$ cat src/macd_pkg.sv
// ----------------------------------------------------------------------------
// Moving average crossover detector: shared definitions
// Default sizes, register indices, the rebuild sequencer's state type and the
// control group that the sequencer hands to the window sum registers.
// ----------------------------------------------------------------------------
`default_nettype none

package macd_pkg;

   localparam int MAX_WINDOW_DEF = 256;
   localparam int PRICE_BITS_DEF = 20;
   localparam int NUM_WINDOWS    = 4;
   localparam int LEN_REG_BITS   = 9;
   localparam int CSR_IDX_BITS   = 2;

   localparam logic [CSR_IDX_BITS-1:0] REG_BUY_FAST  = 2'd0;
   localparam logic [CSR_IDX_BITS-1:0] REG_BUY_SLOW  = 2'd1;
   localparam logic [CSR_IDX_BITS-1:0] REG_SELL_FAST = 2'd2;
   localparam logic [CSR_IDX_BITS-1:0] REG_SELL_SLOW = 2'd3;

   // Window slots, in register order.
   localparam int WIN_BUY_FAST  = 0;
   localparam int WIN_BUY_SLOW  = 1;
   localparam int WIN_SELL_FAST = 2;
   localparam int WIN_SELL_SLOW = 3;

   typedef enum logic [0:0] {
      RB_IDLE = 1'b0,
      RB_READ = 1'b1
   } rb_state_type;

   typedef struct packed {
      logic                   busy;
      logic                   rd_en;
      logic                   clear;
      logic [NUM_WINDOWS-1:0] acc_mask;
   } rb_ctl_type;

endpackage

`default_nettype wire

$ cat src/macd_compare.sv
// ----------------------------------------------------------------------------
// Cross-multiplied average compare and result register
// Registers the four cross products, compares them, tracks the previous
// item's direction and warm flags and holds the result item for the consumer.
// ----------------------------------------------------------------------------
`default_nettype none

module macd_compare #(
   parameter int MAX_WINDOW = macd_pkg::MAX_WINDOW_DEF,
   parameter int PRICE_BITS = macd_pkg::PRICE_BITS_DEF
) (
   input  wire logic                                            clock,
   input  wire logic                                            reset,
   input  wire logic                                            in_valid,
   output logic                                                 in_take,
   input  wire logic                                            in_warm,
   input  wire logic [macd_pkg::NUM_WINDOWS-1:0][PRICE_BITS+$clog2(MAX_WINDOW)-1:0] sums,
   input  wire logic [macd_pkg::NUM_WINDOWS-1:0][$clog2(MAX_WINDOW+1)-1:0] len_eff,
   output logic                                                 rsp_valid,
   input  wire logic                                            rsp_ready,
   output logic                                                 rsp_golden_cross,
   output logic                                                 rsp_death_cross,
   output logic                                                 rsp_warm
);

   localparam int SW = PRICE_BITS + $clog2(MAX_WINDOW);
   localparam int LW = $clog2(MAX_WINDOW + 1);
   localparam int PW = SW + LW;

   logic          v3_ff, v3_in;
   logic          warm3_ff;
   logic [PW-1:0] buy_fast_ff, buy_slow_ff, sell_fast_ff, sell_slow_ff;
   logic          out_free, mv3, s3_free;
   logic          buy_below, buy_above, sell_below, sell_above;
   logic          golden, death;
   logic          rsp_valid_ff, rsp_valid_in;
   logic          golden_ff, death_ff, warm_ff;
   logic          prev_buy_below_ff, prev_sell_above_ff, prev_warm_ff;

   assign out_free = !rsp_valid_ff || rsp_ready;
   assign mv3      = v3_ff && out_free;
   assign s3_free  = !v3_ff || mv3;
   assign in_take  = in_valid && s3_free;

   assign v3_in        = in_take ? 1'b1 : (mv3 ? 1'b0 : v3_ff);
   assign rsp_valid_in = mv3 ? 1'b1 : (rsp_ready ? 1'b0 : rsp_valid_ff);

   // Each average is compared as its sum times the other window's length.
   always_ff @(posedge clock) begin
      if (in_take) begin
         buy_fast_ff  <= PW'(sums[macd_pkg::WIN_BUY_FAST]) * PW'(len_eff[macd_pkg::WIN_BUY_SLOW]);
         buy_slow_ff  <= PW'(sums[macd_pkg::WIN_BUY_SLOW]) * PW'(len_eff[macd_pkg::WIN_BUY_FAST]);
         sell_fast_ff <= PW'(sums[macd_pkg::WIN_SELL_FAST])
                         * PW'(len_eff[macd_pkg::WIN_SELL_SLOW]);
         sell_slow_ff <= PW'(sums[macd_pkg::WIN_SELL_SLOW])
                         * PW'(len_eff[macd_pkg::WIN_SELL_FAST]);
         warm3_ff     <= in_warm;
      end
   end

   assign buy_below  = buy_fast_ff < buy_slow_ff;
   assign buy_above  = buy_fast_ff > buy_slow_ff;
   assign sell_below = sell_fast_ff < sell_slow_ff;
   assign sell_above = sell_fast_ff > sell_slow_ff;

   assign golden = warm3_ff && prev_warm_ff && prev_buy_below_ff && buy_above;
   assign death  = warm3_ff && prev_warm_ff && prev_sell_above_ff && sell_below;

   always_ff @(posedge clock) begin
      if (reset) begin
         v3_ff              <= 1'b0;
         rsp_valid_ff       <= 1'b0;
         prev_buy_below_ff  <= 1'b0;
         prev_sell_above_ff <= 1'b0;
         prev_warm_ff       <= 1'b0;
      end else begin
         v3_ff        <= v3_in;
         rsp_valid_ff <= rsp_valid_in;
         if (mv3) begin
            prev_buy_below_ff  <= buy_below;
            prev_sell_above_ff <= sell_above;
            prev_warm_ff       <= warm3_ff;
         end
      end
   end

   always_ff @(posedge clock) begin
      if (mv3) begin
         golden_ff <= golden;
         death_ff  <= death;
         warm_ff   <= warm3_ff;
      end
   end

   assign rsp_valid        = rsp_valid_ff;
   assign rsp_golden_cross = golden_ff;
   assign rsp_death_cross  = death_ff;
   assign rsp_warm         = warm_ff;

endmodule

`default_nettype wire

$ cat config.mk
export PLATFORM = sky130hd
export DESIGN_NAME = macd_compare
export DESIGN_NICKNAME = d
export VERILOG_FILES = /design/src/macd_pkg.sv /design/src/macd_compare.sv
export SDC_FILE = /design/constraint.sdc
export NUM_CORES = 2
export LEC_CHECK = 0
export ABC_AREA = 1
export BUFFER_PORTS_ARGS = -buffer_cell sky130_fd_sc_hd__buf_2
export CORE_MARGIN = 3
export CORE_UTILIZATION = 30
export DETAILED_ROUTE_END_ITERATION = 12
export HOLD_SLACK_MARGIN = 0.12
export PLACE_DENSITY = 0.42
export SLEW_MARGIN = 20
export SYNTH_ARGS = -nofsm -noshare
export SYNTH_HDL_FRONTEND = slang
export SYNTH_SLANG_ARGS = --single-unit
$ cat constraint.sdc
create_clock -name clock -period 6.4 [get_ports clock]
set_input_delay 1.28 -clock clock [delete_from_list [all_inputs] [get_ports clock]]
set_output_delay 1.28 -clock clock [all_outputs]
set_load 0.1 [all_outputs]
==> flow_metrics.env <==
export IMPL_p_clk_share_pct=5.2
export IMPL_initial_core_util_pct=30.4
export IMPL_min_path_type="flop to flop"
export IMPL_dr_pass1_iters=6
export IMPL_slew_headroom_pct=34.6
export IMPL_cp_data_arrival_time_ns=5.80
export IMPL_row_count=133
export IMPL_synth_cell_types=38
export IMPL_hold_viol=0
export IMPL_finalPower_uw=19600
export IMPL_vias=31199
export IMPL_num_io_pins=158
export IMPL_crit_end="sell_fast_ff[35]$_DFFE_PP_"
export IMPL_cts_buffer_depth=2
export IMPL_p_int_uw=8280
export IMPL_wl_per_cell_um=15.6
export IMPL_rsz0062_at_grt="no"
export IMPL_vias_per_cell=4.40
export IMPL_ys_ff_latch=157
export IMPL_wl_met3_um=3230
export IMPL_grt_max_degree=93
export IMPL_syn2layout_area_growth_pct=6.97
export IMPL_worstHoldPathCells=2
export IMPL_antenna_found_initial=2
export IMPL_worst_pin_slew_ns=0.981
export IMPL_finalSetupTns_ns=0
export IMPL_fin_skew_ns=0.0137
export IMPL_slew_viol_final=0
export IMPL_finalSetupViolCount=0
export IMPL_numClockSinks=157
export IMPL_path_buf_inv=5
export IMPL_criticalPathCategory="input port to flop"
export IMPL_place_ws_ns=0.348
export IMPL_status="completed"
export IMPL_clk_pin_slew_ns=0.08
export IMPL_gp_congestion=0.881
export IMPL_power_switching_uw=11300
export IMPL_total_leakage_power_uw=0.0261
export IMPL_wl_met2_um=54000
export IMPL_avgSynthCellArea_um2=7.50
export IMPL_max_cap_violations=0
export IMPL_core_area_mm2=0.132
export IMPL_ctsResizeCount=0
export IMPL_postRouteAntennaNets=0
export IMPL_worstSkewPairLatency_ns=0.44
export IMPL_nets=6502
export IMPL_die_area_mm2=0.138
export IMPL_r2r_end="buy_slow_ff[20]$_DFFE_PP_"
export IMPL_synth_area_mm2=0.0401
export IMPL_cp_depth=17
export IMPL_drt_total_wl_um=110000
export IMPL_powerDensity_mw_per_mm2=457
export IMPL_rr_worst_depth=4
export IMPL_final_cell_mix="inv_1, nand2_1, fa_1"
export IMPL_drc=0
export IMPL_drt_iter0_markers=1534
export IMPL_ctsRootBufferMaster="clkbuf_16"
export IMPL_r2r_slack_ns=4.06
export IMPL_numCtsBuffers=17
export IMPL_fin_util_pct=32.5
export IMPL_grt_pass1_wl_um=182000
export IMPL_first_global_vias=33413
export IMPL_syn_inst=5351
export IMPL_required_ns=6.58
export IMPL_layout_commonest_cell="inv_1"
export IMPL_synth_warnings=0
export IMPL_worstPathMaxFanout=28
export IMPL_drive_gt1_share_pct=4.19
export IMPL_cp_end_kind="flop"
export IMPL_dp_hpwl_um=92600
export IMPL_dr_max_layer_used="met5"
export IMPL_ys_top_cells_by_area="fa_1, inv_1, nand2_1"
export IMPL_p_comb_share_pct=82.0
export IMPL_switching_share_pct=57.7
export IMPL_yosys_area_top_type="fa_1"
export IMPL_vdd_drop_max_v=0.000239
export IMPL_path_delay_family="adder cells"
export IMPL_die_h_um=372
export IMPL_wl_met1_um=52400
export IMPL_synth_top_area_share_pct=36.5
export IMPL_clock_fmax_ghz=0.178
export IMPL_timing_critical_path_slowest_cell_delay_ns=0.56
export IMPL_cts_tree="built"
export IMPL_grtUsageTotal_pct=16.6
export IMPL_seq_power_share_pct=12.7
export IMPL_critPathLaunch="len_eff[30]"
export IMPL_die_w_um=372
export IMPL_yosysSeqAreaShare_pct=11.6
export IMPL_htreeDepth=4
export IMPL_grt_ovfl_total=0
export IMPL_min_period_ns=5.62
export IMPL_syn_num_nets=6538
export IMPL_cp_slowest_cell="fa_1"
export IMPL_start_kind="input port"
export IMPL_fin_ws_ns=0.784
export IMPL_period_share_pct=87.7
export IMPL_hold_buffers=0
export IMPL_crit_chain="buf_2 > nand2_1 > fa_1 > fa_1 > inv_1 > fa_1 > inv_1 > fa_1 > inv_1 > ha_1 > nand2_1 > nor2_1 > inv_1 > nor4_1 > nand3_1 > nand3_1 > nand2_1"
export IMPL_postCtsSetupRepairBufs=0
export IMPL_reg2reg_from="rsp_valid$_SDFFE_PP0P_"
export IMPL_io_buffer_count=157
worst reg2reg max path: cells and delay by family (launching register included):
family / cells / cell delay [ns]
buffers and inverters: 2 / 1.38
flip-flops: 1 / 0.32
AND/OR/NAND/NOR: 2 / 0.23
area by class of cell:
class,instances,area [µm²]
fill,14458,89200
multi-input combinational,3343,28500
inverter,1631,6130
sequential,157,4660
tap,1755,2200
timing repair buffer,165,846
clock buffer,17,425
clock inverter,14,149
antenna,1,2.50
sequential cells by signal (all words and copies together) (netlist names):
register	cells
buy_fast_ff	37
rsp_golden_cross	1
buy_slow_ff	37
prev_buy_below_ff	1
warm3_ff	1
v3_ff	1
rsp_death_cross	1
rsp_valid	1
sell_fast_ff	37
prev_warm_ff	1
sell_slow_ff	37
prev_sell_above_ff	1
rsp_warm	1
kinds of logic (layout without fill, tap and decap cells):
logic type | Yosys count | count (layout) | share of synthesized area (%)
AOI/OAI and AO/OA | 361 | 361 | 4.99
adders and majority gates | 1034 | 1034 | 45.9
other | 0 | 1 | 0
and+or+nand+nor | 1874 | 1874 | 18.5
DFF | 157 | 157 | 11.6
buffers and inverters | 1851 | 1827 | 17.3
xor gates and xnor gates | 74 | 74 | 1.62
metrics by stage:
step           area [µm²]  hold WS, ns  std cells
6_report            42900        0.466       7083
5_1_grt             42900        0.487       7082
4_1_cts             42900        0.466       7082
3_5_place_dp        42300        0.454       7051
3_3_place_gp        42300        0.447       7051
2_1_floorplan       40100        0.434       5351
worst min-delay path by stage:
| stage | from | to |
|---|---|---|
| after global placement | prev_sell_above_ff$_SDFFE_PP0P_ | prev_sell_above_ff$_SDFFE_PP0P_ |
| after floorplan | prev_sell_above_ff$_SDFFE_PP0P_ | prev_sell_above_ff$_SDFFE_PP0P_ |
| final | prev_sell_above_ff$_SDFFE_PP0P_ | prev_sell_above_ff$_SDFFE_PP0P_ |
| after global routing | prev_warm_ff$_SDFFE_PP0P_ | prev_warm_ff$_SDFFE_PP0P_ |
| after detailed placement | prev_sell_above_ff$_SDFFE_PP0P_ | prev_sell_above_ff$_SDFFE_PP0P_ |
| after CTS | prev_sell_above_ff$_SDFFE_PP0P_ | prev_sell_above_ff$_SDFFE_PP0P_ |
layer usage:
layer  vias up  global-route usage (%)
li1      15269                       -
met1     15435                    22.9
met2       437                    29.1
met3        56                    1.29
met4         2                    1.65
met5         -                       0
power by group through the flow:
stage / clock network [µW] / registers, µW / logic (µW)
floorplan: 0 / 2370 / 11300
global placement: 0 / 2520 / 16400
detailed placement: 0 / 2510 / 16200
CTS: 1050 / 2500 / 16400
global route: 1090 / 2530 / 18500
finish: 1030 / 2490 / 16100
Yosys cell counts:
master     number
and3_1          2
or2_0           1
or2_2           1
o21bai_1        9
o21ai_2         1
fa_1          732
dfxtp_1         5
o211ai_1        6
a21oi_2         5
buf_1          46
nor3b_1         1
o21a_1         12
a31oi_1         4
nand4_1        18
nand3b_1        5
o21ai_0        85
nor2_2          4
o2111ai_1       3
nand3_1       134
nor2_1        162
inv_1        1626
nand2_2         5
or2_1           3
clkbuf_1      174
a21oi_1       195
inv_2           5
a21o_1         34
o21ai_1         5
xnor2_1        10
a21boi_0        2
nand2_1      1491
ha_1          302
nor2_4          5
nor4_1         14
xor2_1         64
nor4b_1         1
nor3_1         27
edfxtp_1      152
Note: power is estimated with default switching activity, not from simulation.
