<file path="src/macd_pkg.sv">
// ----------------------------------------------------------------------------
// Moving average crossover detector: shared definitions
// Default sizes, register indices, the rebuild sequencer's state type and the
// control group that the sequencer hands to the window sum registers.
// ----------------------------------------------------------------------------
`default_nettype none

package macd_pkg;

   localparam int MAX_WINDOW_DEF = 256;
   localparam int PRICE_BITS_DEF = 20;
   localparam int NUM_WINDOWS    = 4;
   localparam int LEN_REG_BITS   = 9;
   localparam int CSR_IDX_BITS   = 2;

   localparam logic [CSR_IDX_BITS-1:0] REG_BUY_FAST  = 2'd0;
   localparam logic [CSR_IDX_BITS-1:0] REG_BUY_SLOW  = 2'd1;
   localparam logic [CSR_IDX_BITS-1:0] REG_SELL_FAST = 2'd2;
   localparam logic [CSR_IDX_BITS-1:0] REG_SELL_SLOW = 2'd3;

   // Window slots, in register order.
   localparam int WIN_BUY_FAST  = 0;
   localparam int WIN_BUY_SLOW  = 1;
   localparam int WIN_SELL_FAST = 2;
   localparam int WIN_SELL_SLOW = 3;

   typedef enum logic [0:0] {
      RB_IDLE = 1'b0,
      RB_READ = 1'b1
   } rb_state_type;

   typedef struct packed {
      logic                   busy;
      logic                   rd_en;
      logic                   clear;
      logic [NUM_WINDOWS-1:0] acc_mask;
   } rb_ctl_type;

endpackage

`default_nettype wire

</file>
<file path="src/macd_rebuild.sv">
// ----------------------------------------------------------------------------
// Window sum rebuild sequencer
// After a length register is written, walks the price ring from the newest
// sample backwards, one entry a cycle, and tells the sum registers which
// windows each returned sample belongs to.
// ----------------------------------------------------------------------------
`default_nettype none

module macd_rebuild #(
   parameter int MAX_WINDOW = macd_pkg::MAX_WINDOW_DEF
) (
   input  wire logic                                             clock,
   input  wire logic                                             reset,
   input  wire logic                                             start,
   input  wire logic [$clog2(MAX_WINDOW)-1:0]                    ptr,
   input  wire logic [macd_pkg::NUM_WINDOWS-1:0][$clog2(MAX_WINDOW+1)-1:0] len_eff,
   input  wire logic [$clog2(MAX_WINDOW+1)-1:0]                  fill,
   output macd_pkg::rb_ctl_type                                  ctl,
   output logic      [$clog2(MAX_WINDOW)-1:0]                    rd_addr
);

   localparam int AW = $clog2(MAX_WINDOW);
   localparam int LW = $clog2(MAX_WINDOW + 1);

   macd_pkg::rb_state_type state_ff, state_in;
   logic [AW-1:0] k_ff, k_in;
   logic          pend_ff, pend_in;
   logic [AW-1:0] pend_k_ff;
   logic [AW:0]   addr_sum;

   always_comb begin
      state_in = state_ff;
      case (state_ff)
         macd_pkg::RB_IDLE: begin
            if (start) begin
               state_in = macd_pkg::RB_READ;
            end
         end
         macd_pkg::RB_READ: begin
            if (start) begin
               state_in = macd_pkg::RB_READ;
            end else if (k_ff == AW'(MAX_WINDOW - 1)) begin
               state_in = macd_pkg::RB_IDLE;
            end
         end
         default: state_in = macd_pkg::RB_IDLE;
      endcase
   end

   always_comb begin
      k_in = k_ff;
      if (start) begin
         k_in = '0;
      end else if (state_ff == macd_pkg::RB_READ) begin
         k_in = k_ff + AW'(1);
      end
   end

   // A read in flight when the walk restarts belongs to the old lengths.
   assign pend_in = (state_ff == macd_pkg::RB_READ) && !start;

   always_ff @(posedge clock) begin
      if (reset) begin
         state_ff <= macd_pkg::RB_IDLE;
         k_ff     <= '0;
         pend_ff  <= 1'b0;
      end else begin
         state_ff <= state_in;
         k_ff     <= k_in;
         pend_ff  <= pend_in;
      end
   end

   always_ff @(posedge clock) begin
      pend_k_ff <= k_ff;
   end

   always_comb begin
      ctl.busy  = (state_ff != macd_pkg::RB_IDLE) || pend_ff || start;
      ctl.rd_en = (state_ff == macd_pkg::RB_READ);
      ctl.clear = start;
      for (int i = 0; i < macd_pkg::NUM_WINDOWS; i++) begin
         ctl.acc_mask[i] = pend_ff && !start && (LW'(pend_k_ff) < len_eff[i])
                           && (LW'(pend_k_ff) < fill);
      end
   end

   // Entry k back from the newest sample: (ptr - 1 - k) modulo the ring depth.
   assign addr_sum = {1'b0, ptr} + (AW+1)'(MAX_WINDOW - 1) - {1'b0, k_ff};
   assign rd_addr  = (addr_sum >= (AW+1)'(MAX_WINDOW))
                     ? AW'(addr_sum - (AW+1)'(MAX_WINDOW)) : AW'(addr_sum);

endmodule

`default_nettype wire

</file>
<file path="config.mk">
export PLATFORM = sky130hd
export DESIGN_NAME = macd_rebuild
export DESIGN_NICKNAME = d
export VERILOG_FILES = /design/src/macd_pkg.sv /design/src/macd_rebuild.sv
export SDC_FILE = /design/constraint.sdc
export NUM_CORES = 1
export LEC_CHECK = 0
export BUFFER_PORTS_ARGS = -buffer_cell sky130_fd_sc_hd__buf_4
export CAP_MARGIN = 20
export CORE_MARGIN = 5
export CORE_UTILIZATION = 53
export DETAILED_ROUTE_END_ITERATION = 16
export MAX_ROUTING_LAYER = met4
export PLACE_DENSITY = 0.95
export SETUP_SLACK_MARGIN = 0.3
export SYNTH_ARGS = -nofsm -noshare
export SYNTH_HDL_FRONTEND = slang
export SYNTH_SLANG_ARGS = --single-unit
</file>
<file path="constraint.sdc">
create_clock -name clock -period 3.7 [get_ports clock]
set_input_delay 0.925 -clock clock [delete_from_list [all_inputs] [get_ports clock]]
set_output_delay 0.925 -clock clock [all_outputs]
set_load 0.005 [all_outputs]
</file>
==> flow_metrics.env, run 1 <==
export IMPL_num_vias=1858
export IMPL_post_route_period_util_pct=91.3
export IMPL_status="complete, no violations"
export IMPL_viasPerCell=5.28
export IMPL_synth_area_um2=1830
export IMPL_min_path_type="flip-flop to flip-flop"
export IMPL_power_leakage_nw=1.37
export IMPL_cts_root_buf="clkbuf_4"
export IMPL_hold_violations=0
export IMPL_clkTransAtPathRegs_ns=0.09
export IMPL_drt_iter0_drc=78
export IMPL_initial_core_util_pct=55.0
export IMPL_crit_fanout=3
export IMPL_pre_cts_ws_ns=0.300
export IMPL_fmax_mhz=296
export IMPL_yosysSeqAreaShare_pct=19.6
export IMPL_placed_cell_area_um2=2400
export IMPL_fin_ws_ns=0.322
export IMPL_ys_flop_type="dfxtp_1"
export IMPL_ir_drop_mv=0.187
export IMPL_clock_skew_ns=0.000586
export IMPL_holdBufCountCts=0
export IMPL_gp_congestion=0.814
export IMPL_drc=0
export IMPL_nets=407
export IMPL_postSynthCellCount=234
export IMPL_synth_top_cell_by_area="ha_1"
export IMPL_syn_num_nets=334
export IMPL_synthTopCellsByArea="ha_1, dfxtp_1, inv_1, a21oi_1, xnor2_1"
export IMPL_cp_end_kind="output port"
export IMPL_hpwl_um=3880
export IMPL_start_kind="input pin"
export IMPL_row_count=21
export IMPL_maxSlewViolCount=0
export IMPL_worstPathArrival_ns=2.45
export IMPL_maxCapViolations=0
export IMPL_clock_latency_ns=0.28
export IMPL_cts_sinks=18
export IMPL_clock_path_buffers=2
export IMPL_fp_dieH_um=68.8
export IMPL_rsz0062_at_grt="true"
export IMPL_pin_count=71
export IMPL_synth_edf_count=0
export IMPL_postSynthAreaPerCell_um2=7.84
export IMPL_async_reset_ff_share_pct=0
export IMPL_crit_type="input pin to output port"
export IMPL_numCtsBuffers=3
export IMPL_wl_per_cell_um=13.0
export IMPL_fin_tns_setup_ns=0
export IMPL_grt_pass1_vias=1798
export IMPL_area_delta_synth_final_pct=36.7
export IMPL_worstMarginPinSlew_ns=0.321
export IMPL_grt_pass1_wl_um=7200
export IMPL_drive_above_1_share_pct=28.8
export IMPL_yosys_area_top_type_share_pct=29.3
export IMPL_core_region_area_um2=3340
export IMPL_setup_viol=0
export IMPL_diodes=0
export IMPL_synth_cell_types=36
export IMPL_pwr_density_cell_nw_per_um2=184
export IMPL_dr_pass1_iters=5
export IMPL_fill_cells=252
export IMPL_synth_warnings=0
export IMPL_dieArea_um2=4740
export IMPL_cts_tree="yes"
export IMPL_synth_seq_cells=18
export IMPL_fp_dieW_um=68.8
export IMPL_max_slew_margin_rel_pct=78.5
export IMPL_antenna_found_initial=0
export IMPL_htree_num_levels=1
export IMPL_final_area_um2=2510
export IMPL_period_needed_ns=3.38
export IMPL_grt_remaining_overflow=0
export IMPL_track_usage_pct=20.5
export IMPL_critPathRequiredTime_ns=2.77
export IMPL_ant_nets=0
export IMPL_wl_um=4590
export IMPL_grt_max_degree=11
export IMPL_port_buffers=70
-- cells in the final DEF, fill, tap and decap left out, types with 4 or more instances in the layout --
master,synthesis,routed
nand2_1,9,9
a221o_1,4,4
nand3_1,7,7
inv_1,55,53
buf_4,3,71
o21ai_0,12,12
ha_1,43,39
dfxtp_1,18,18
a21oi_1,20,20
ha_4,0,4
xnor2_1,8,8
and4_1,4,4
nand4_1,4,4
nor2_1,17,17
o21a_1,4,4
-- power breakdown --
group          switching [W]  total (W)  internal (W)
Clock              0.0000547   0.000115     0.0000599
Sequential        0.00000423   0.000200      0.000196
Combinational      0.0000581   0.000146     0.0000881
Total               0.000117   0.000461      0.000344
-- synthesized netlist by cell type (3+ instances only) --
| master | instances |
|---|---|
| a21oi_1 | 20 |
| a221o_1 | 4 |
| and4_1 | 4 |
| buf_4 | 3 |
| dfxtp_1 | 18 |
| ha_1 | 43 |
| inv_1 | 55 |
| nand2_1 | 9 |
| nand3_1 | 7 |
| nand4_1 | 4 |
| nor2_1 | 17 |
| o21a_1 | 4 |
| o21ai_0 | 12 |
| or3_1 | 3 |
| xnor2_1 | 8 |
-- worst max-delay path, stage by stage --
cell and delay (ns):
buf_6 0.10, ha_4 0.16, inv_4 0.05, fa_2 0.22
nor2b_2 0.05, o21ai_2 0.16, a21boi_2 0.09, or4b_1 0.51
nand4_1 0.09, buf_4 0.11
-- layout make-up --
type	instances	area, um2	area share [%]
Inverter	55	209	8.33
Sequential cell	18	360	14.4
Tap cell	46	57.6	2.30
Clock buffer	4	36.3	1.45
Multi-Input combinational cell	157	1300	51.8
Timing Repair Buffer	72	544	21.7
-- registers in the layout, summed over array words and instances (netlist names) --
name / cells
pend_ff: 1
k_ff: 8
state_ff: 1
pend_k_ff: 8
-- stage by stage --
step | utilization (%) | power (W) | cells | hold slack [ns]
after global routing | 75.1 | 0.000489 | 352 | 0.389
after CTS | 73.0 | 0.000456 | 351 | 0.375
after global placement | 71.9 | 0.000338 | 347 | 0.367
final | 75.1 | 0.000461 | 352 | 0.375
after detailed placement | 71.9 | 0.000343 | 347 | 0.362
after floorplan | - | 0.000267 | 234 | 0.351
-- per-layer routing --
layer,up-vias,global-route usage [%],share of wire (%)
met3,10,3.40,9.0
li1,940,-,-
met2,57,39.0,51
met1,851,21.2,39
met4,0,6.57,1.7
met5,-,-,0
-- path summary, 6_finish.rpt --
| check | from | end | slack (ns) | depth (start not counted) |
|---|---|---|---|---|
| worst max-delay path | ptr[0] | rd_addr[6] | 0.32 | 10 |
| worst min-delay path | k_ff[6] | pend_k_ff[6] | 0.38 | 0 |
| worst max register to register | k_ff[1] | k_ff[6] | 2.11 | 5 |
| worst min register to register | k_ff[6] | pend_k_ff[6] | 0.38 | 0 |
-- cell families after synthesis --
family	Yosys count	synth area share [%]
AOI/OAI and AO/OA	49	16.4
xor gates and xnor gates	10	4.78
adders and majority gates	44	30.4
buffers and inverters	59	12.7
DFF	18	19.6
muxes	1	0.546
and+or+nand+nor	53	15.6
-- timing repair --
| action | 4_1_cts | 5_1_grt |
|---|---|---|
| pin swaps | 0 | 9 |
| setup endpoints to repair | 1 | 5 |
| resized for setup | 1 | 11 |
| buffers inserted | 0 | 1 |
No activity file was read; power rests on OpenSTA's default activity.
==> run 2: changes to the inputs <==
- PLACE_DENSITY: 0.95 -> 0.93
==> flow_metrics.env, run 2 (synthesis gave the netlist of run 1 again) <==
export IMPL_fin_tns_setup_ns=0
export IMPL_rsz0062_at_grt="true"
export IMPL_timing_critical_path_buf_inv=3
export IMPL_max_slew_margin_rel_pct=78.9
export IMPL_power_frac_clock_pct=25.3
export IMPL_wl_per_cell_um=13.8
export IMPL_clock_skew_ns=0.00692
export IMPL_rrSetupSlack_ns=2.03
export IMPL_cts_sinks=18
export IMPL_ir_drop_mv=0.186
export IMPL_crit_chain="buf_6 > ha_4 > inv_4 > fa_2 > nor2b_2 > o21ai_2 > a21boi_2 > or4b_1 > nand4_1 > buf_4"
export IMPL_wl_um=4870
export IMPL_nets=408
export IMPL_row_count=21
export IMPL_r2r_start="k_ff[1]"
export IMPL_worstPathArrival_ns=2.43
export IMPL_pwr_density_cell_nw_per_um2=186
export IMPL_cts_tree="yes"
export IMPL_cts_root_buf="clkbuf_4"
export IMPL_num_vias=1852
export IMPL_multi_input_area_um2=1300
export IMPL_htree_num_levels=1
export IMPL_start_kind="input pin"
export IMPL_setup_viol=0
export IMPL_mostFrequentLayoutCells="buf_4, inv_1, ha_1, a21oi_1, dfxtp_1"
export IMPL_power_w=0.000467
export IMPL_holdBufCountCts=0
export IMPL_status="complete, no violations"
export IMPL_power_frac_seq_pct=42.8
export IMPL_grt_pass1_wl_um=7400
export IMPL_fp_dieH_um=68.8
export IMPL_layout_commonest_cell="buf_4"
export IMPL_fmax_mhz=298
export IMPL_cp_end_kind="output port"
export IMPL_worstMarginPinSlew_ns=0.316
export IMPL_fp_dieW_um=68.8
export IMPL_numCtsBuffers=3
export IMPL_regArea_um2=360
export IMPL_combPwrFrac_pct=31.9
export IMPL_dieArea_um2=4740
export IMPL_ant_nets=0
export IMPL_hold_violations=0
export IMPL_slowest_stage="or4b_1"
export IMPL_track_usage_pct=21.6
export IMPL_area_delta_synth_final_pct=37.1
export IMPL_clock_latency_ns=0.30
export IMPL_holdPathStages=0
export IMPL_drive_above_1_share_pct=29.3
export IMPL_antenna_found_initial=0
export IMPL_port_buffers=70
export IMPL_switching_share_pct=26.1
export IMPL_viasPerCell=5.25
export IMPL_clock_path_buffers=2
export IMPL_critPathRequiredTime_ns=2.77
export IMPL_min_path_type="flip-flop to flip-flop"
export IMPL_drt_iter0_drc=46
export IMPL_reg2regPathDepth=5
export IMPL_power_leakage_nw=1.38
export IMPL_crit_fanout=3
export IMPL_drc=0
export IMPL_diodes=0
export IMPL_gp_congestion=0.803
export IMPL_crit_type="input pin to output port"
export IMPL_clkTransAtPathRegs_ns=0.09
export IMPL_reg_top3="k_ff x8, pend_k_ff x8"
export IMPL_maxSlewViolCount=0
export IMPL_initial_core_util_pct=55.0
export IMPL_timing_rr_end="k_ff[6]"
export IMPL_hold_path_end="pend_k_ff[6]"
export IMPL_post_route_period_util_pct=90.7
export IMPL_crit_path_max_incr_delay_ns=0.51
export IMPL_hpwl_um=3940
export IMPL_maxCapViolations=0
export IMPL_pin_count=71
export IMPL_p_int_w=0.000345
export IMPL_p_sw_w=0.000122
export IMPL_grt_remaining_overflow=0
export IMPL_dr_pass1_iters=4
export IMPL_min_delay_start="k_ff[6]"
export IMPL_core_region_area_um2=3340
export IMPL_cp_top_family="simple AND/OR/NAND/NOR gates"
export IMPL_grt_max_degree=11
export IMPL_fill_cells=253
export IMPL_period_needed_ns=3.35
export IMPL_grt_pass1_vias=1819
## run 2: cell count changes in the layout (fill, tap and decap cells not counted)
cell,change
buf_4,+1
inv_1,-1
inv_2,+1
## run 2: worst max-delay path by stage
stage | slack, ns | endpoint | from | cells past startpoint
6_report | 0.35 | rd_addr[6] | ptr[0] | 10
5_1_grt | 0.26 | rd_addr[6] | ptr[0] | 10
4_1_cts | 0.31 | rd_addr[6] | ptr[0] | 10
3_5_place_dp | 0.31 | rd_addr[6] | ptr[0] | 10
3_3_place_gp | 0.35 | rd_addr[6] | ptr[0] | 10
2_1_floorplan | 0.60 | ctl[0] | fill[2] | 7
## run 2: routing by layer
metal	share of wire [%]	global-route usage, %
met5	0	-
met4	2.6	8.27
met1	38	21.4
met3	8.6	2.92
met2	51	42.0
## run 2: through the flow
step	util, %	hold slack, ns	worst slack (ns)	std cells	instance area [um2]
final	75.4	0.385	0.345	353	2510
after global routing	75.4	0.396	0.262	353	2510
after CTS	73.0	0.381	0.308	351	2440
after detailed placement	71.9	0.368	0.306	347	2400
after global placement	71.9	0.370	0.352	347	2400
after floorplan	-	0.351	0.602	234	1830
## run 2: worst reg2reg max path: cells and delay by family, from the launching register on
kind | cells | cell delay (ns)
xor gates and xnor gates | 1 | 0.15
DFF | 1 | 0.48
and+or+nand+nor | 3 | 0.67
adders and majority gates | 1 | 0.25
## run 2: what timing repair did
action,CTS,global route
pin swaps,0,8
buffers inserted,0,2
endpoints found under the setup margin,1,5
gates resized for setup,1,12
## run 2: power by group through the flow
stage	logic (W)	registers [W]	clock network [W]
global route	0.000168	0.000201	0.000129
detailed placement	0.000139	0.000205	0
floorplan	0.0000644	0.000202	0
CTS	0.000140	0.000200	0.000120
global placement	0.000133	0.000205	0
finish	0.000149	0.000200	0.000118
## run 2: layout make-up
class                   instances  share of cell area [%]
clock buffers                   4                    1.44
repair buffers                 73                    21.9
inverters                      55                    8.31
well taps                      46                    2.29
flip-flops and latches         18                    14.3
multi-input cells             157                    51.7
