===== config.mk =====
export PLATFORM = sky130hd
export DESIGN_NAME = macd_ram
export DESIGN_NICKNAME = d
export VERILOG_FILES = /design/src/macd_ram.sv
export SDC_FILE = /design/constraint.sdc
export NUM_CORES = 1
export LEC_CHECK = 0
export BUFFER_PORTS_ARGS = -buffer_cell sky130_fd_sc_hd__clkbuf_2
export CORE_AREA = 3 3 78 116
export DETAILED_ROUTE_END_ITERATION = 8
export DIE_AREA = 0 0 81 119
export PLACE_DENSITY = 0.82
export SLEW_MARGIN = 10
export SYNTH_ARGS = -nofsm -noshare
export SYNTH_HDL_FRONTEND = slang
export SYNTH_SLANG_ARGS = --single-unit

===== constraint.sdc =====
create_clock -name clock -period 2.7 [get_ports clock]
set_input_delay 0.135 -clock clock [delete_from_list [all_inputs] [get_ports clock]]
set_output_delay 0.135 -clock clock [all_outputs]
set_load 0.1 [all_outputs]

===== src/macd_ram.sv =====
// ----------------------------------------------------------------------------
// Generic single-write, single-read RAM
// One write port and one read port with registered read data. A read of the
// address being written in the same cycle returns the old contents.
// ----------------------------------------------------------------------------
`default_nettype none

module macd_ram #(
   parameter int WIDTH = 8,
   parameter int DEPTH = 16
) (
   input  wire logic                                      clock,
   input  wire logic                                      we,
   input  wire logic [((DEPTH > 1) ? $clog2(DEPTH) : 1)-1:0] waddr,
   input  wire logic [WIDTH-1:0]                          wdata,
   input  wire logic                                      re,
   input  wire logic [((DEPTH > 1) ? $clog2(DEPTH) : 1)-1:0] raddr,
   output logic      [WIDTH-1:0]                          rdata
);

   logic [WIDTH-1:0] mem_ff [DEPTH];
   logic [WIDTH-1:0] rdata_ff;

   always_ff @(posedge clock) begin
      if (we) begin
         mem_ff[waddr] <= wdata;
      end
      if (re) begin
         rdata_ff <= mem_ff[raddr];
      end
   end

   assign rdata = rdata_ff;

endmodule

`default_nettype wire


==> flow_summary.yaml, run 1 <==
run_status:
  outcome: "completed"
sta:
  worst_slew_margin_rel_pct: 43.79
  finalClockSkew_ns: 0.006997
  tightest_slew_ns: 0.8400
  setup-violations-final: 0
  final.min_clock_period_ns: 1.520
  totalNegativeSetupSlack_ns: 0
  finalHoldViolations: 0
  finalCritPeriodShare_pct: 56.29
  max_clock_freq_mhz: 657.9
  rsz0062_at_grt: "false"
  timing.final.max_slew_violations: 0
cells_and_area:
  most_frequent_cells_in_the_layout: "sky130_fd_sc_hd__edfxtp_1, sky130_fd_sc_hd__clkbuf_2, sky130_fd_sc_hd__mux4_2, sky130_fd_sc_hd__clkbuf_16, sky130_fd_sc_hd__a22oi_1"
  areaGrowthSynthToFinish_pct: 14.53
  n_antenna_cell: 0
  nNetsFinal: 296
  layout.cells.most_common: "sky130_fd_sc_hd__edfxtp_1"
  share_of_cells_above_drive_strength_1_pct: 28.32
detailed_routing:
  drc: 0
  num_vias: 2516
  route.final.wire_length_um: 9737
  route.detailed.wl_per_inst_um: 24.90
  viasPerCell: 6.435
  antenna_left: 0
  drtPass1Iterations: 4
  drtIter0Drc: 255
floorplan:
  die_area_um2: 9639
  die_height_um: 119
  dieWidth_um: 81
  floorplan.initialDensity_pct: 64.48
  core-area_um2: 8108
  fp-row-count: 40
  pin_count: 27
synthesis:
  synth_cells: 229
  yosys_warnings: 0
  ys_ff_latch: 136
  synth.avg_cell_area_um2: 22.83
  synth.lib_cells_used.distinct: 18
  share_of_the_yosys_chip_area_belonging_to_registers_pct: 78.12
  mappedNetlistNets: 248
  netlist_area_um2: 5228
power:
  power.leakage_nw: 2.027
  p_sw_uw: 919.5
  intPower_mw: 3.602
  clockPowerShare_pct: 40.7
  combinational_power_share_pct: 6.3
  irDropWorstVdd_uv: 590.7
  design_power_total_mw: 4.522
  p_sw_share_pct: 20.33
  share_seq_of_total_power_pct: 53.0
  p_per_area_nw_per_um2: 755.3
global_route:
  antenna_found_initial: 0
  gr-usage-all-layers_pct: 22.99
  maximum_number_of_pins_on_one_net_before_global_route_repair: 33
  globalRouteOverflowTotal: 0
  first_global_vias: 2688
  grt_first_pass_wirelength_um: 15010
clock_network:
  clk_root_buffer_cell: "sky130_fd_sc_hd__clkbuf_16"
  cts.htree.levels: 4
  clock_insertion_delay_worst_skew_ns: 0.41
  cts.path.max_buffers: 2
  cts.repair_timing.setup_buffer_count: 0
  clock_sinks: 136
  post_cts.resized_instances: 0
  cts_hold_repair.buffers: 0
  tritoncts: "yes"
  clk_pin_slew_ns: 0.05
  cts_inserted_buffers: 17
setup_path:
  cp_top_family: "multiplexers"
  worst-r2r-setup-slack_ns: 1.18
  cp_num_buf_inv: 0
  worst_ep_required_time_ns: 2.85
  crit_type: "reg2reg"
  cp-start-kind: "flop"
  critical_path_end_type: "flop"
  arrival_ns: 1.67
  cp_slowest_stage_delay_ns: 0.53
  worst_r2r_path_depth: 3
  crit_path_max_fanout: 1
  r2r_end: "rdata[2]"
  critical-path-slowest-cell: "sky130_fd_sc_hd__mux4_1"
  timing.rr.start: "mem_ff[2][2]"
  crit_chain: "mux4_1 -> a22oi_1 -> nand2_1"
place:
  port_buffers: 26
  gp_routability_congestion: 0.7635
  hpwlAfterDp_um: 6242
worst_hold_path:
  worstHoldPathCells: 1
  hp-start: "re"
  hold_class: "in2reg"
  whs_endpoint: "rdata[4]"
run:
  max_cap_violations: 0
## cell families (layout without fill, tap and decap cells)
| family | Yosys count | in the layout | share of synthesized area (%) |
|---|---|---|---|
| flops | 136 | 136 | 78.12 |
| mux | 32 | 32 | 14.79 |
| buf+inv | 10 | 67 | 1.651 |
| simple gates | 35 | 35 | 3.136 |
| compound gates | 16 | 16 | 2.298 |
## per-stage QoR
stage                     utilization, %  area, um^2  worst slack (ns)  hold slack, ns  cells
after floorplan                        -        5228             1.072          0.2339    229
after global placement             67.99        5513            0.9612          0.5173    363
after detailed placement           67.99        5513            0.9220          0.5246    363
after CTS                          73.84        5987             1.166          0.1015    391
after global routing               73.84        5987             1.115          0.1204    391
final                              73.84        5987             1.180          0.1204    391
## synthesized netlist by cell type (all sizes together)
cell	count	area [um^2]
clkdlybuf4s25	3	30.03
nor2	13	48.80
nand2	9	33.78
a22oi	16	120.1
nand3	1	5.000
edfxtp	136	4084
or3b	1	8.760
nand2b	2	12.51
nor3	4	20.02
buf	7	56.30
nand3b	2	15.01
mux4	32	773.2
nor2b	1	6.260
and2	1	6.260
and2b	1	7.510
## registers in the layout, summed over array words and instances (netlist names)
signal  count
mem_ff    128
rdata       8
## power by group through the flow
stage | Clock (mW) | Sequential (mW) | Combinational [mW]
floorplan | 0 | 2.51 | 0.120
global placement | 0 | 2.43 | 0.276
detailed placement | 0 | 2.44 | 0.283
CTS | 1.88 | 2.40 | 0.285
global route | 1.96 | 2.40 | 0.302
finish | 1.84 | 2.40 | 0.283
## cell type report
cell class	count	area, um^2
multi-input cells	83	1057
flip-flops and latches	136	4084
clock buffers	21	440.4
repair buffers	39	240.2
clock inverters	7	33.78
fillers	463	2121
well taps	105	131.4
## per-layer routing
layer	up-vias	wire, um	GRT usage, %
li1	1075	-	-
met1	1313	3560	27.83
met5	-	0	0
met4	0	181	10.57
met3	20	643	7.413
met2	108	5352	37.24
## how the worst max path moves through the flow
stage | from | end | depth (start not counted)
global placement | waddr[2] | mem_ff[1][7] | 3
global route | mem_ff[3][4] | rdata[4] | 3
CTS | mem_ff[2][2] | rdata[2] | 3
finish | mem_ff[2][2] | rdata[2] | 3
floorplan | waddr[2] | mem_ff[0][0] | 2
detailed placement | waddr[2] | mem_ff[1][0] | 3
Power figures use the tool's default switching activity.
==> inputs of run 2 (changes only) <==
--- a/config.mk
+++ b/config.mk
@@ -6,10 +6,10 @@
 export NUM_CORES = 1
 export LEC_CHECK = 0
 export BUFFER_PORTS_ARGS = -buffer_cell sky130_fd_sc_hd__clkbuf_2
-export CORE_AREA = 3 3 78 116
+export CORE_AREA = 3 3 85 127
 export DETAILED_ROUTE_END_ITERATION = 8
-export DIE_AREA = 0 0 81 119
-export PLACE_DENSITY = 0.82
+export DIE_AREA = 0 0 88 130
+export PLACE_DENSITY = 0.73
 export SLEW_MARGIN = 10
 export SYNTH_ARGS = -nofsm -noshare
 export SYNTH_HDL_FRONTEND = slang
==> constraint.sdc (replaced) <==
create_clock -name clock -period 1.35 [get_ports clock]
set_input_delay 0.0675 -clock clock [delete_from_list [all_inputs] [get_ports clock]]
set_output_delay 0.0675 -clock clock [all_outputs]
set_load 0.1 [all_outputs]
==> run 2 against run 1 <==
  * The run now ends with setup timing left
  * Global-route usage is 2.3 points lower
  * Register-to-register slack worse by 1.3 ns
  * Sequential power up 100%
  * Critical endpoint is now rdata[6]
==> flow_summary.yaml, run 2 (synthesis gave the netlist of run 1 again) <==
run_status:
  outcome: "finished with violations"
  failed_checks: "setup timing"
worst_hold_path:
  hold_class: "in2reg"
  whs_endpoint: "rdata[4]"
  hp-start: "re"
  worstHoldPathCells: 1
setup_path:
  arrival_ns: 1.59
  critical_path_end_type: "flop"
  worst-r2r-setup-slack_ns: -0.08
  cp-start-kind: "flop"
  r2r_end: "rdata[6]"
  crit_path_max_fanout: 1
  crit_type: "reg2reg"
  timing.rr.start: "mem_ff[7][6]"
  worst_r2r_path_depth: 3
  worst_ep_required_time_ns: 1.50
sta:
  finalClockSkew_ns: 0.003905
  rsz0062_at_grt: "true"
  postLayoutSetupSlackWorst_ns: -0.08434
  finalHoldViolations: 0
  finalCritPeriodShare_pct: 106.2
  max_clock_freq_mhz: 697.2
  timing.final.max_slew_violations: 0
  tightest_slew_ns: 0.8471
  worst_slew_margin_rel_pct: 43.41
  setup-violations-final: 8
  final.min_clock_period_ns: 1.434
clock_network:
  clock_sinks: 136
  clk_pin_slew_ns: 0.06
  clk_root_buffer_cell: "sky130_fd_sc_hd__clkbuf_16"
  cts_inserted_buffers: 17
  cts.path.max_buffers: 2
  tritoncts: "yes"
  cts.htree.levels: 4
  cts.repair_timing.setup_buffer_count: 0
  cts_hold_repair.buffers: 0
  clock_insertion_delay_worst_skew_ns: 0.41
cells_and_area:
  n_antenna_cell: 0
  nNetsFinal: 311
  utilization_pct: 64.69
  areaGrowthSynthToFinish_pct: 20.58
  design_area_um2: 6304
  share_of_cells_above_drive_strength_1_pct: 39.02
  largest-register: "mem_ff"
  most_frequent_cells_in_the_layout: "sky130_fd_sc_hd__edfxtp_1, sky130_fd_sc_hd__mux4_2, sky130_fd_sc_hd__clkbuf_2, sky130_fd_sc_hd__buf_4, sky130_fd_sc_hd__clkbuf_16"
  layout.cells.most_common: "sky130_fd_sc_hd__edfxtp_1"
  largest_reg_flops: 128
power:
  power.leakage_nw: 2.145
  design_power_total_mw: 10.30
  irDropWorstVdd_uv: 1363
  p_per_area_nw_per_um2: 1635
floorplan:
  die_height_um: 130
  dieWidth_um: 88
  fp-row-count: 44
  floorplan.initialDensity_pct: 53.65
  pin_count: 27
  die_area_um2: 11440
  core-area_um2: 9744
global_route:
  maximum_number_of_pins_on_one_net_before_global_route_repair: 20
  gr-usage-all-layers_pct: 20.67
  antenna_found_initial: 0
  globalRouteOverflowTotal: 0
  first_global_vias: 2736
  grt_first_pass_wirelength_um: 16120
detailed_routing:
  viasPerCell: 6.145
  antenna_left: 0
  drtIter0Drc: 420
  drtPass1Iterations: 4
  route.final.wire_length_um: 10470
  route.detailed.wl_per_inst_um: 24.93
  num_vias: 2581
  drc: 0
run:
  max_cap_violations: 0
place:
  hpwlAfterDp_um: 6406
  postPlaceCellArea_um2: 5668
  port_buffers: 26
  gp_routability_congestion: 0.7828
## run 2: metrics by stage
step / TNS, ns / worst slack, ns / hold WS [ns] / std cells
floorplan: 0 / 0.00008560 / 0.1664 / 229
global placement: -1.429 / -0.2302 / 0.4581 / 388
detailed placement: -1.528 / -0.2372 / 0.4583 / 388
CTS: -0.4194 / -0.07139 / 0.02687 / 420
global route: -0.8363 / -0.1358 / 0.04360 / 420
finish: -0.4355 / -0.08434 / 0.03479 / 420
## run 2: cell type report
| cell class | count | area, um^2 |
|---|---|---|
| multi-input combinational | 83 | 1064 |
| sequential | 136 | 4084 |
| clock buffer | 18 | 429.2 |
| tap | 115 | 143.9 |
| timing repair buffer | 54 | 377.9 |
| clock inverter | 14 | 205.2 |
| fill | 616 | 3441 |
## run 2: power by group
part / internal (mW) / total (mW) / switching (mW)
clock network: 3.25 / 4.90 / 1.64
logic: 0.211 / 0.621 / 0.410
registers: 4.76 / 4.79 / 0.0270
total: 8.22 / 10.3 / 2.08
## run 2: worst max-delay path: stages (launching register included)
cell                       delay [ns]
sky130_fd_sc_hd__edfxtp_1        0.38
sky130_fd_sc_hd__mux4_2          0.50
sky130_fd_sc_hd__a22oi_1         0.18
sky130_fd_sc_hd__nand2_1         0.11
## run 2: worst max path at each step
stage	from	end	slack, ns	cells past startpoint
finish	mem_ff[7][6]	rdata[6]	-0.08	3
global route	mem_ff[0][4]	rdata[4]	-0.14	3
CTS	mem_ff[0][1]	rdata[1]	-0.07	3
detailed placement	raddr[0]	rdata[3]	-0.24	5
global placement	raddr[0]	rdata[3]	-0.23	5
floorplan	raddr[0]	rdata[1]	0.00009	5
## run 2: what timing repair did
item	4_1_cts	5_1_grt
hold endpoints to repair	0	0
pin swaps	9	0
setup endpoints to repair	8	8
gates resized for setup	15	1
cloned	0	0
## run 2: layer usage
metal	vias up	part of all wire (%)	track usage, %	wire [um]
met5	-	0	0	0
met3	21	5.9	6.254	617
li1	1098	-	-	-
met1	1342	38	25.85	4016
met2	120	54	34.37	5656
met4	0	1.7	7.136	181
==> inputs of run 3 (changes only) <==
--- a/config.mk
+++ b/config.mk
@@ -6,10 +6,10 @@
 export NUM_CORES = 1
 export LEC_CHECK = 0
 export BUFFER_PORTS_ARGS = -buffer_cell sky130_fd_sc_hd__clkbuf_2
-export CORE_AREA = 3 3 85 127
+export CORE_AREA = 2 2 111 167
+export CTS_BUF_LIST = sky130_fd_sc_hd__clkbuf_8
 export DETAILED_ROUTE_END_ITERATION = 8
-export DIE_AREA = 0 0 88 130
-export PLACE_DENSITY = 0.73
+export DIE_AREA = 0 0 113 169
 export SLEW_MARGIN = 10
 export SYNTH_ARGS = -nofsm -noshare
 export SYNTH_HDL_FRONTEND = slang
==> run 3 against run 2 <==
  * The flow finishes with violations (DRC, setup timing)
  * Setup slack gained 0.026 ns
  * Count of clock-buffer cells in the layout shrank 1
  * Worst hold slack gained 0.028 ns
  * Critical endpoint unchanged
  * Highest routed layer unchanged
==> flow_summary.yaml, run 3 (synthesis gave the netlist of run 1 again) <==
run_status:
  outcome: "finished with violations"
  failed_checks: "DRC, setup timing"
cells_and_area:
  largest-register: "mem_ff"
  nNetsFinal: 311
  largest_reg_flops: 128
  areaGrowthSynthToFinish_pct: 17.42
  n_antenna_cell: 0
  most_frequent_cells_in_the_layout: "sky130_fd_sc_hd__edfxtp_1, sky130_fd_sc_hd__mux4_2, sky130_fd_sc_hd__buf_4, sky130_fd_sc_hd__clkbuf_2, sky130_fd_sc_hd__clkbuf_8"
  final_cell_count_no_fill: 521
  seqCellArea_um2: 4084
  multi_input_gate_area_in_the_final_layout_um2: 1059
  share_of_cells_above_drive_strength_1_pct: 39.47
  nFillCells: 1676
  layout.cells.most_common: "sky130_fd_sc_hd__edfxtp_1"
power:
  p_per_area_nw_per_um2: 1336
  power.leakage_nw: 2.001
  design_power_total_mw: 8.198
  irDropWorstVdd_uv: 555.4
floorplan:
  fp-row-count: 60
  die_height_um: 169
  dieWidth_um: 113
  core-area_um2: 17720
  floorplan.initialDensity_pct: 29.51
  die_area_um2: 19100
  pin_count: 27
setup_path:
  worst-r2r-setup-slack_ns: -0.06
  critical_path_end_type: "flop"
  worst_ep_required_time_ns: 1.52
  cp_slowest_stage_delay_ns: 0.48
  critical-path-slowest-cell: "sky130_fd_sc_hd__mux4_2"
  crit_type: "reg2reg"
  critical_path_depth: 3
  worst_r2r_path_depth: 3
  crit_path_max_fanout: 1
  arrival_ns: 1.58
  cp-start-kind: "flop"
  cp_top_family: "multiplexers"
  r2r_end: "rdata[6]"
  crit_chain: "mux4_2 -> a22oi_2 -> nand2_1"
  cp_num_buf_inv: 0
  timing.rr.start: "mem_ff[2][6]"
global_route:
  gr-usage-all-layers_pct: 11.60
  grt_first_pass_wirelength_um: 16210
  first_global_vias: 2752
  globalRouteOverflowTotal: 0
  maximum_number_of_pins_on_one_net_before_global_route_repair: 19
  antenna_found_initial: 0
clock_network:
  cts.htree.levels: 4
  cts_inserted_buffers: 17
  tritoncts: "yes"
  clk_root_buffer_cell: "sky130_fd_sc_hd__clkbuf_8"
  clock_insertion_delay_worst_skew_ns: 0.43
  cts.path.max_buffers: 2
  clock_sinks: 136
  clk_pin_slew_ns: 0.07
detailed_routing:
  route.final.wire_length_um: 10380
  route.detailed.wl_per_inst_um: 19.93
  drtPass1Iterations: 6
  viasPerCell: 4.702
  drtIter0Drc: 191
  drc: 3
  num_vias: 2450
  antenna_left: 0
sta:
  timing.final.max_slew_violations: 0
  finalHoldViolations: 0
  max_clock_freq_mhz: 710.3
  postLayoutSetupSlackWorst_ns: -0.05795
  finalCritPeriodShare_pct: 104.3
  tightest_slew_ns: 0.8714
  setup-violations-final: 7
  rsz0062_at_grt: "true"
  final.min_clock_period_ns: 1.408
  worst_slew_margin_rel_pct: 41.69
  finalClockSkew_ns: 0.007171
place:
  port_buffers: 26
  gp_routability_congestion: 0.7634
  hpwlAfterDp_um: 7034
  post-place-ws_ns: -0.3146
  place.detailed.instances: 489
worst_hold_path:
  hp-start: "wdata[0]"
  hold_class: "in2reg"
  whs_endpoint: "mem_ff[9][0]"
  worstHoldPathCells: 1
run:
  max_cap_violations: 0
-- run 3: cell count changes in the layout (fill, tap and decap cells not counted), sizes merged --
cell,delta
clkinvlp,+1
buf,+3
clkbuf,-5
inv,+3
dlygate4sd3,+1
bufinv,-4
-- run 3: power breakdown --
part / internal [mW] / total, mW / switching (mW)
sequential: 4.75 / 4.78 / 0.0260
combinational: 0.221 / 0.632 / 0.411
clock: 1.38 / 2.79 / 1.40
-- run 3: stage by stage --
| stage | setup TNS, ns | hold slack [ns] | instance area [um^2] | utilization, % |
|---|---|---|---|---|
| 6_report | -0.2442 | 0.06235 | 6138 | 34.65 |
| 5_1_grt | -0.6676 | 0.06559 | 6138 | 34.65 |
| 4_1_cts | -0.2721 | 0.04373 | 6141 | 34.66 |
| 3_5_place_dp | -2.071 | 0.4574 | 5801 | 32.74 |
| 3_3_place_gp | -1.868 | 0.4623 | 5801 | 32.74 |
| 2_1_floorplan | 0 | 0.1664 | 5233 | - |
-- run 3: repair_timing --
item | 4_1_cts | 5_1_grt
setup buffers | 0 | 0
gates cloned | 0 | 0
hold buffers | 1 | 0
resized for setup | 20 | 7
pin swaps | 10 | 3
endpoints found under the hold margin | 4 | 0
setup endpoints to repair | 9 | 12
-- run 3: worst max path at each step --
| stage | from | endpoint | slack (ns) |
|---|---|---|---|
| final | mem_ff[2][6] | rdata[6] | -0.06 |
| after global routing | mem_ff[2][6] | rdata[6] | -0.13 |
| after CTS | mem_ff[3][5] | rdata[5] | -0.07 |
| after detailed placement | raddr[0] | rdata[5] | -0.31 |
| after global placement | raddr[0] | rdata[5] | -0.29 |
| after floorplan | raddr[0] | rdata[1] | 0.00009 |
-- run 3: layout make-up --
class                           count  area share, %
Tap cell                          217          4.423
Timing Repair Buffer               54          6.441
Clock buffer                       17          3.812
Sequential cell                   136          66.53
Multi-Input combinational cell     83          17.24
Clock inverter                     14          1.549
-- run 3: routing by layer --
layer / track usage [%] / wire (um) / vias up
met5: 0 / 0 / -
met4: 4.030 / 139 / 0
met3: 3.401 / 459 / 12
met2: 20.20 / 5683 / 52
met1: 13.62 / 4100 / 1290
li1: - / - / 1096
